`src/hdl/ktl_pkg.sv`:
```
// Shared types, codes and token classification for the keyword token lexer.
package ktl_pkg;

    localparam int KW_MAX_LEN = 8;
    localparam int KW_NUM     = 19;
    localparam int FIFO_DEPTH = 8;
    localparam int FIFO_AW    = $clog2(FIFO_DEPTH);

    typedef logic [KW_MAX_LEN-1:0][7:0] t_kw_prefix;

    typedef struct packed {
        logic [4:0] kind;
        logic [5:0] length;
        logic       last;
    } t_result;

    localparam logic [4:0] K_LPAREN   = 5'd18;
    localparam logic [4:0] K_RPAREN   = 5'd19;
    localparam logic [4:0] K_LBRACE   = 5'd20;
    localparam logic [4:0] K_RBRACE   = 5'd21;
    localparam logic [4:0] K_LBRACKET = 5'd22;
    localparam logic [4:0] K_RBRACKET = 5'd23;
    localparam logic [4:0] K_ASSIGN   = 5'd24;
    localparam logic [4:0] K_SPACE    = 5'd26;
    localparam logic [4:0] K_TAB      = 5'd27;
    localparam logic [4:0] K_NEWLINE  = 5'd28;
    localparam logic [4:0] K_COMMENT  = 5'd29;
    localparam logic [4:0] K_LITERAL  = 5'd30;
    localparam logic [4:0] K_IDENT    = 5'd31;

    localparam logic [7:0] CH_TILDE = "~";
    localparam logic [7:0] CH_QUOTE = "\"";

    // keyword text sits right-aligned: first character in the highest used byte
    localparam logic [63:0] KW_TEXT [KW_NUM] = '{
        "include", "byte", "char", "int", "prec", "bool", "true", "false",
        "string", "function", "returns", "return", "while", "still", "do",
        "loop", "for", "static", "end"
    };
    localparam int KW_LEN [KW_NUM] = '{
        7, 4, 4, 3, 4, 4, 4, 5, 6, 8, 7, 6, 5, 5, 2, 4, 3, 6, 3
    };
    localparam logic [4:0] KW_KIND [KW_NUM] = '{
        5'd0, 5'd1, 5'd2, 5'd3, 5'd4, 5'd5, 5'd6, 5'd7, 5'd8, 5'd9,
        5'd10, 5'd11, 5'd12, 5'd13, 5'd14, 5'd15, 5'd16, 5'd17, 5'd25
    };

    function automatic logic is_next_ender(input logic [7:0] c);
        return c inside {"{", "}", "[", "]", "(", ")", ",", " ", "^", "\n"};
    endfunction

    function automatic logic is_cur_ender(input logic [7:0] c);
        return is_next_ender(c) || (c inside {"+", "-", "*", "/"});
    endfunction

    function automatic logic [4:0] classify(input t_kw_prefix pfx, input logic [7:0] cnt,
                                            input logic saw_tilde, input logic saw_quote);
        logic [4:0] kind;
        logic       found;
        logic       same;
        kind  = K_IDENT;
        found = 1'b0;
        if (cnt == 8'd1) begin
            found = 1'b1;
            case (pfx[0])
                "(":     kind = K_LPAREN;
                ")":     kind = K_RPAREN;
                "{":     kind = K_LBRACE;
                "}":     kind = K_RBRACE;
                "[":     kind = K_LBRACKET;
                "]":     kind = K_RBRACKET;
                "=":     kind = K_ASSIGN;
                " ":     kind = K_SPACE;
                "\t":    kind = K_TAB;
                "\n":    kind = K_NEWLINE;
                default: found = 1'b0;
            endcase
        end
        // first match in table order wins
        for (int i = KW_NUM - 1; i >= 0; i--) begin
            same = (32'(cnt) == KW_LEN[i]);
            for (int j = 0; j < KW_MAX_LEN; j++) begin
                if (j < KW_LEN[i]) begin
                    same = same && (pfx[j] == KW_TEXT[i][8*(KW_LEN[i]-1-j) +: 8]);
                end
            end
            if (same && !found) begin
                kind = KW_KIND[i];
            end
        end
        if (!found) begin
            found = 1'b0;
            for (int i = 0; i < KW_NUM; i++) begin
                same = (32'(cnt) == KW_LEN[i]);
                for (int j = 0; j < KW_MAX_LEN; j++) begin
                    if (j < KW_LEN[i]) begin
                        same = same && (pfx[j] == KW_TEXT[i][8*(KW_LEN[i]-1-j) +: 8]);
                    end
                end
                found = found || same;
            end
            if (!found) begin
                if (saw_tilde) begin
                    kind = K_COMMENT;
                end else if (saw_quote) begin
                    kind = K_LITERAL;
                end else begin
                    kind = K_IDENT;
                end
            end
        end
        return kind;
    endfunction

endpackage

```
`src/hdl/ktl_fifo.sv`:
```
// Result queue with up to two in-order writes and one read per cycle.
module ktl_fifo (
    input  logic              i_clk,
    input  logic              i_rst_n,
    input  logic [1:0]        i_wr_cnt,
    input  ktl_pkg::t_result  i_wr_data0,
    input  ktl_pkg::t_result  i_wr_data1,
    input  logic              i_rd,
    output logic              o_valid,
    output ktl_pkg::t_result  o_rd_data,
    output logic [ktl_pkg::FIFO_AW:0] o_count
);
    import ktl_pkg::*;

    t_result              r_mem [FIFO_DEPTH];
    logic [FIFO_AW-1:0]   r_wr_ptr;
    logic [FIFO_AW-1:0]   r_rd_ptr;
    logic [FIFO_AW:0]     r_count;
    logic [FIFO_AW-1:0]   n_wr_ptr1;
    logic                 pop;

    assign pop       = i_rd && (r_count != '0);
    assign n_wr_ptr1 = r_wr_ptr + FIFO_AW'(1);

    always_ff @(posedge i_clk) begin
        if (i_wr_cnt != 2'd0) begin
            r_mem[r_wr_ptr] <= i_wr_data0;
        end
        if (i_wr_cnt == 2'd2) begin
            r_mem[n_wr_ptr1] <= i_wr_data1;
        end
    end

    always_ff @(posedge i_clk) begin
        if (!i_rst_n) begin
            r_wr_ptr <= '0;
            r_rd_ptr <= '0;
            r_count  <= '0;
        end else begin
            r_wr_ptr <= r_wr_ptr + FIFO_AW'(i_wr_cnt);
            if (pop) begin
                r_rd_ptr <= r_rd_ptr + FIFO_AW'(1);
            end
            r_count <= r_count + (FIFO_AW+1)'(i_wr_cnt) - (FIFO_AW+1)'(pop);
        end
    end

    assign o_valid   = (r_count != '0);
    assign o_rd_data = r_mem[r_rd_ptr];
    assign o_count   = r_count;

endmodule

```
`src/hdl/keyword_token_lexer_top.sv`:
```
// Keyword token lexer: one-character lookahead tokeniser with a result queue.
// A result enters the queue in the cycle after the transaction that completes its token
// is accepted (a token waits for the next character unless the stream ends there).
// One character per cycle while the input is not stalled; a character that ends two tokens puts two
// results in the queue, and the output side drains one per cycle while i_out_stall is low.
// Input stalls while the queue count, plus two for a transaction in the input register,
// exceeds four. Reset (synchronous, active low) clears the lookahead, token state and queue.
module keyword_token_lexer_top #(
    parameter int MAX_TOKEN  = 35,
    parameter int PREFIX_LEN = 8
) (
    input  logic       i_clk,
    input  logic       i_rst_n,
    input  logic       i_in_valid,
    output logic       o_in_stall,
    input  logic [7:0] i_char_in,
    input  logic       i_end_of_input,
    output logic       o_out_valid,
    input  logic       i_out_stall,
    output logic [4:0] o_token_kind,
    output logic [5:0] o_token_length,
    output logic       o_last_of_run
);
    import ktl_pkg::*;

    localparam int CW  = $clog2(MAX_TOKEN + 1);
    localparam int PIW = $clog2(PREFIX_LEN);

    typedef logic [PREFIX_LEN-1:0][7:0] t_prefix;

    typedef struct packed {
        logic [CW-1:0] count;
        logic          in_comment;
        logic          in_literal;
        logic          saw_tilde;
        logic          saw_quote;
    } t_tok;

    typedef struct packed {
        t_tok       st;
        t_prefix    pfx;
        logic       emit;
        logic [4:0] kind;
        logic [5:0] len;
    } t_take;

    function automatic t_take take_char(input t_tok s, input t_prefix p, input logic [7:0] c,
                                        input logic [7:0] nxt, input logic has_next);
        t_take r;
        logic  check;
        r.st  = s;
        r.pfx = p;
        if (32'(s.count) < PREFIX_LEN) begin
            r.pfx[s.count[PIW-1:0]] = c;
        end
        r.st.count = s.count + CW'(1);
        check = 1'b1;
        if (s.in_comment) begin
            check = (c == CH_TILDE);
            if (check) r.st.in_comment = 1'b0;
        end else if (s.in_literal) begin
            check = (c == CH_QUOTE);
            if (check) r.st.in_literal = 1'b0;
        end else if (c == CH_TILDE) begin
            r.st.in_comment = 1'b1;
            r.st.saw_tilde  = 1'b1;
            check           = 1'b0;
        end else if (c == CH_QUOTE) begin
            r.st.in_literal = 1'b1;
            r.st.saw_quote  = 1'b1;
            check           = 1'b0;
        end
        r.emit = (check && (is_cur_ender(c) || (has_next && is_next_ender(nxt)))) ||
                 (32'(r.st.count) >= MAX_TOKEN);
        r.kind = classify(t_kw_prefix'(r.pfx[KW_MAX_LEN-1:0]), 8'(r.st.count),
                          r.st.saw_tilde, r.st.saw_quote);
        r.len  = 6'(r.st.count);
        if (r.emit) begin
            r.st = '0;
        end
        return r;
    endfunction

    // input register
    logic          r_in_valid;
    logic [7:0]    r_in_char;
    logic          r_in_last;
    // token state
    t_tok          r_tok;
    t_prefix       r_pfx;
    logic [7:0]    r_pend_char;
    logic          r_pend_valid;

    t_tok          n_tok;
    t_prefix       n_pfx;
    logic [7:0]    n_pend_char;
    logic          n_pend_valid;

    t_take         take1;
    t_take         take2;
    t_tok          mid_tok;
    t_prefix       mid_pfx;
    logic          res_a;
    logic [1:0]    wr_cnt;
    t_result       wr_data0;
    t_result       wr_data1;
    t_result       rd_data;
    logic [FIFO_AW:0] q_count;
    logic          in_accept;

    assign in_accept = i_in_valid && !o_in_stall;
    // leave room for the transaction in flight and the new one, two results each
    assign o_in_stall = (32'(q_count) + (r_in_valid ? 2 : 0)) > (FIFO_DEPTH - 4);

    always_comb begin
        take1 = take_char(r_tok, r_pfx, r_pend_char, r_in_char, 1'b1);
        if (r_pend_valid) begin
            mid_tok = take1.st;
            mid_pfx = take1.pfx;
        end else begin
            mid_tok = r_tok;
            mid_pfx = r_pfx;
        end
        res_a = r_pend_valid && take1.emit;
        // final character: taken with no lookahead, then whatever is left is flushed
        take2 = take_char(mid_tok, mid_pfx, r_in_char, 8'h00, 1'b0);

        n_tok        = r_tok;
        n_pfx        = r_pfx;
        n_pend_char  = r_pend_char;
        n_pend_valid = r_pend_valid;
        wr_cnt       = 2'd0;
        wr_data0     = '0;
        wr_data1     = '0;
        if (r_in_valid) begin
            if (r_in_last) begin
                n_tok        = '0;
                n_pfx        = take2.pfx;
                n_pend_char  = 8'h00;
                n_pend_valid = 1'b0;
            end else begin
                n_tok        = mid_tok;
                n_pfx        = mid_pfx;
                n_pend_char  = r_in_char;
                n_pend_valid = 1'b1;
            end
            if (res_a && r_in_last) begin
                wr_cnt   = 2'd2;
                wr_data0 = '{kind: take1.kind, length: take1.len, last: 1'b0};
                wr_data1 = '{kind: take2.kind, length: take2.len, last: 1'b1};
            end else if (res_a) begin
                wr_cnt   = 2'd1;
                wr_data0 = '{kind: take1.kind, length: take1.len, last: 1'b1};
            end else if (r_in_last) begin
                wr_cnt   = 2'd1;
                wr_data0 = '{kind: take2.kind, length: take2.len, last: 1'b1};
            end
        end
    end

    always_ff @(posedge i_clk) begin
        if (!i_rst_n) begin
            r_in_valid   <= 1'b0;
            r_tok        <= '0;
            r_pend_char  <= 8'h00;
            r_pend_valid <= 1'b0;
        end else begin
            r_in_valid   <= in_accept;
            r_tok        <= n_tok;
            r_pend_char  <= n_pend_char;
            r_pend_valid <= n_pend_valid;
        end
    end

    always_ff @(posedge i_clk) begin
        if (in_accept) begin
            r_in_char <= i_char_in;
            r_in_last <= i_end_of_input;
        end
        r_pfx <= n_pfx;
    end

    ktl_fifo u_fifo (
        .i_clk      (i_clk),
        .i_rst_n    (i_rst_n),
        .i_wr_cnt   (wr_cnt),
        .i_wr_data0 (wr_data0),
        .i_wr_data1 (wr_data1),
        .i_rd       (!i_out_stall),
        .o_valid    (o_out_valid),
        .o_rd_data  (rd_data),
        .o_count    (q_count)
    );

    assign o_token_kind   = rd_data.kind;
    assign o_token_length = rd_data.length;
    assign o_last_of_run  = rd_data.last;

endmodule
```
`config.mk`:
```
export PLATFORM = sky130hd
export DESIGN_NAME = keyword_token_lexer_top
export DESIGN_NICKNAME = d
export VERILOG_FILES = /design/src/hdl/ktl_pkg.sv /design/src/hdl/ktl_fifo.sv /design/src/hdl/keyword_token_lexer_top.sv
export SDC_FILE = /design/constraint.sdc
export NUM_CORES = 1
export LEC_CHECK = 0
export ABC_AREA = 1
export ABC_CLOCK_PERIOD_IN_PS = 4700
export BUFFER_PORTS_ARGS = -buffer_cell sky130_fd_sc_hd__buf_2
export CELL_PAD_IN_SITES_DETAIL_PLACEMENT = 1
export CELL_PAD_IN_SITES_GLOBAL_PLACEMENT = 1
export CORE_MARGIN = 4
export CORE_UTILIZATION = 47
export DETAILED_ROUTE_END_ITERATION = 7
export MAX_ROUTING_LAYER = met4
export PLACE_DENSITY_LB_ADDON = 0.1
export SKIP_LAST_GASP = 1
export SLEW_MARGIN = 20
export SYNTH_ARGS = -nofsm -noshare
export SYNTH_HDL_FRONTEND = slang
export SYNTH_SLANG_ARGS = --single-unit
```
`constraint.sdc`:
```
create_clock -name i_clk -period 4.7 [get_ports i_clk]
set_input_delay 0.235 -clock i_clk [delete_from_list [all_inputs] [get_ports i_clk]]
set_output_delay 0.235 -clock i_clk [all_outputs]
set_load 0.01 [all_outputs]
```
==> summary.txt <==
Power
  • Comb power frac: 0.453
  • Pwr/cell area: 407 mW/mm^2
  • Total power: 7860 uW
  • Switching power: approximately 3500 uW
  • VDD IR max: 0.000262 V
  • Clock share of power: 0.246
  • Internal: roughly 4400 uW
  • Static Leakage: 0.00807 uW
  • Flop pwr share: 0.301
  • Sw frac: 0.442

STA
  • Setup Viol. Count Final: 0
  • Final Slew Violations: 0
  • Fin. Hold Viols: 0
  • Sum Neg Setup Slack: 0 ps
  • FMAX: 214 MHz
  • RSZ-0062 raised after global routing: yes
  • Tmin final: around 4700 ps
  • Fin Clk Skew: 36.4 ps
  • Minimum hold slack: 58.5 ps
  • Relative slew slack: 0.317
  • Worst-margin pin slew: just over 1000 ps
  • Final period utilization: 0.995

Drt
  • Detailed Route WL: 74.8 mm
  • Met2 WL: 35.6 mm
  • M1 WL: roughly 28 mm
  • Vias per inst: 6.15
  • DR WL met3: about 5.9 mm
  • Vias: around 19,000
  • Routed Antenna Nets: 0
  • DRT iter0 DRCs: 1,805
  • DR WL/cell: 24.6 microns
  • Drt pass-1 iters: 7
  • Uppermost layer routed: met4
  • DRC Markers: 0

Die
  • Die outline area: 0.0373 sq mm
  • # rows: 67
  • Core Footprint: 0.0336 sq mm
  • Starting Density: 0.479
  • Die width: 193 microns
  • Die Ht: 193 microns
  • Num ports: 27

Synthesis
  • Most common flop cell mapped by yosys: edfxtp_1
  • Synthesized area: 0.0161 sq mm
  • Sequential-to-total area share from yosys stat: 0.356
  • Ranking of synthesized cells by area: edfxtp_1, nand2_1, o21ai_0, nor2_1, inv_1
  • Unique masters post-synth: 65
  • YS warnings: 0
  • Post-synth ARST share: 0
  • EDFF count, synth: 169
  • Synth Instances: 2,405
  • Yosys top cell area share: 0.315
  • Syn Area/Cell: 6.69 sq um
  • Synth Register Bits: 202
  • Area leader, netlist: edfxtp_1
  • Synth Net Count: 2,443

Global route
  • Largest net degree at the start of global routing: 73
  • First-pass GRT wire length: 109 mm
  • Vias in the first global route: roughly 19,000
  • Global route total overflow: 0
  • GRT Util Overall: 0.395
  • Initial antenna violation count: 0

Setup path
  • Worst setup path category: reg2reg
  • Required @ worst endpoint: 5120 ps
  • Critical path endpoint category: flip-flop
  • CP max stage delay: 550 ps
  • CP arrival: 5090 ps
  • CP max-delay cell: edfxtp_1
  • Max FO, Critical Path: 15
  • Startpoint types: flip-flop
  • Worst r2r path cells: 32

Clock tree
  • Clock buffer count from CTS: 25
  • CTS sink count: ~200
  • CTS root buf: clkbuf_16
  • Clock transition at the registers of the reported paths: 70 ps
  • TritonCTS clock tree: done
  • Clock latency on the worst-skew pair: 570 ps
  • Clock Path Buffers: 3
  • H-Tree Depth: 1

Cells and area
  • Layout cells sized above 1: 0.178
  • P&R area growth vs syn: 20.0%
  • Antenna cells: 0
  • Fillers: 4,442
  • Fin util: 0.575
  • Final nets: between 2,000 and 3,000

Run status
  • Status: finished clean

Hold path
  • Tightest Hold Check Type: in2reg
  • WHS Path Cells: 3

Place
  • Port buffer count: 26
  • HPWL Detailed: 55.2 mm
  • Gp weighted congestion: 1.01

Job
  • Max Cap Viol: 0
==> power groups by stage <==
stage          combinational (uW)  clock, uW  sequential [uW]
6_report                     3560       1930             2370
5_1_grt                      3850       2000             2370
4_1_cts                      3310       1920             2360
3_5_place_dp                 3250          0             2390
3_3_place_gp                 3130          0             2380
2_1_floorplan                2010          0             2360
==> cell usage in the layout, fill, tap and decap left out, types with 16 or more instances in the layout <==
master	n
buf_2	26
nand3_1	119
inv_1	229
clkbuf_16	25
o21ai_1	51
edfxtp_1	169
buf_4	191
o21ai_2	16
nor3_1	38
o21a_1	19
nor4_1	16
a31oi_1	19
nor2_2	34
o21ai_0	289
inv_2	35
dfxtp_1	28
nand2_2	25
a21oi_1	35
nand4_1	70
ha_1	22
nand2_1	651
nor2_1	304
==> area by class of cell <==
cell class	instances	area (sq um)	area share
clock inverters	16	144	0.00745
multi-input cells	1838	9260	0.479
flip-flops and latches	202	5740	0.297
inverters	271	1030	0.0533
clock buffers	29	641	0.0332
well taps	448	561	0.0290
repair buffers	244	1940	0.100
==> through the flow <==
step	instance area, sq um	instances	worst slack, ps
global placement	17700	2959	-45.1
CTS	18700	3018	-38.0
floorplan	16100	2405	743
detailed placement	17700	2959	-241
global route	19300	3048	-204
finish	19300	3048	23.1
==> cell families after synthesis <==
logic type / share of synthesized area
AOI/OAI and AO/OA: 0.161
xor gates and xnor gates: 0.00319
adders and majority gates: 0.0204
buffers and inverters: 0.0922
DFF: 0.356
muxes: 0.00311
and+or+nand+nor: 0.363
==> critical path: cells and delay by family, from the launching register on <==
family,cells,cell delay [ps]
simple gates,26,3190
buf+inv,5,690
flops,1,550
compound gates,1,100
==> worst paths after layout <==
kind	from	endpoint	slack [ps]
hold reg to reg	u_fifo.r_rd_ptr[2]	flip-flop	500
hold / removal	i_out_stall	flip-flop	60
setup reg to reg	r_in_char[6]	u_fifo.r_mem[6][8]	20
setup / recovery	r_in_char[6]	u_fifo.r_mem[6][8]	20
==> metal layers <==
| metal | GRT usage | up-vias |
|---|---|---|
| met5 | - | - |
| met2 | 0.656 | 942 |
| met3 | 0.0551 | 321 |
| met1 | 0.452 | 9081 |
| met4 | 0.246 | 0 |
| li1 | - | 8388 |
==> registers in the layout (all words and copies together) (netlist names), named ones only <==
register / flops
r_in_last: 1
u_fifo.r_wr_ptr: 3
r_pend_valid: 1
r_pfx: 64
r_pend_char: 8
u_fifo.r_mem: 96
r_in_valid: 1
r_in_char: 8
u_fifo.o_count: 4
r_tok: 10
u_fifo.r_rd_ptr: 3
==> timing repair <==
action                                  CTS  global route
hold endpoints to repair                 11             0
resized for setup                         9           108
cloned                                    0             3
pin swaps                                 2            34
hold buffers                             11             0
endpoints found under the setup margin   40            40
buffers inserted                          3            27
==> synth_stat cells, types with 23 or more instances <==
master	number
nand2_1	662
nor2_1	330
o21ai_0	313
inv_1	231
edfxtp_1	169
nand3_1	126
nand4_1	70
clkbuf_1	67
nor3_1	45
a21oi_1	36
inv_2	34
dfxtp_1	33
o21ai_1	32
ha_1	23
Power figures use the tool's default switching activity.
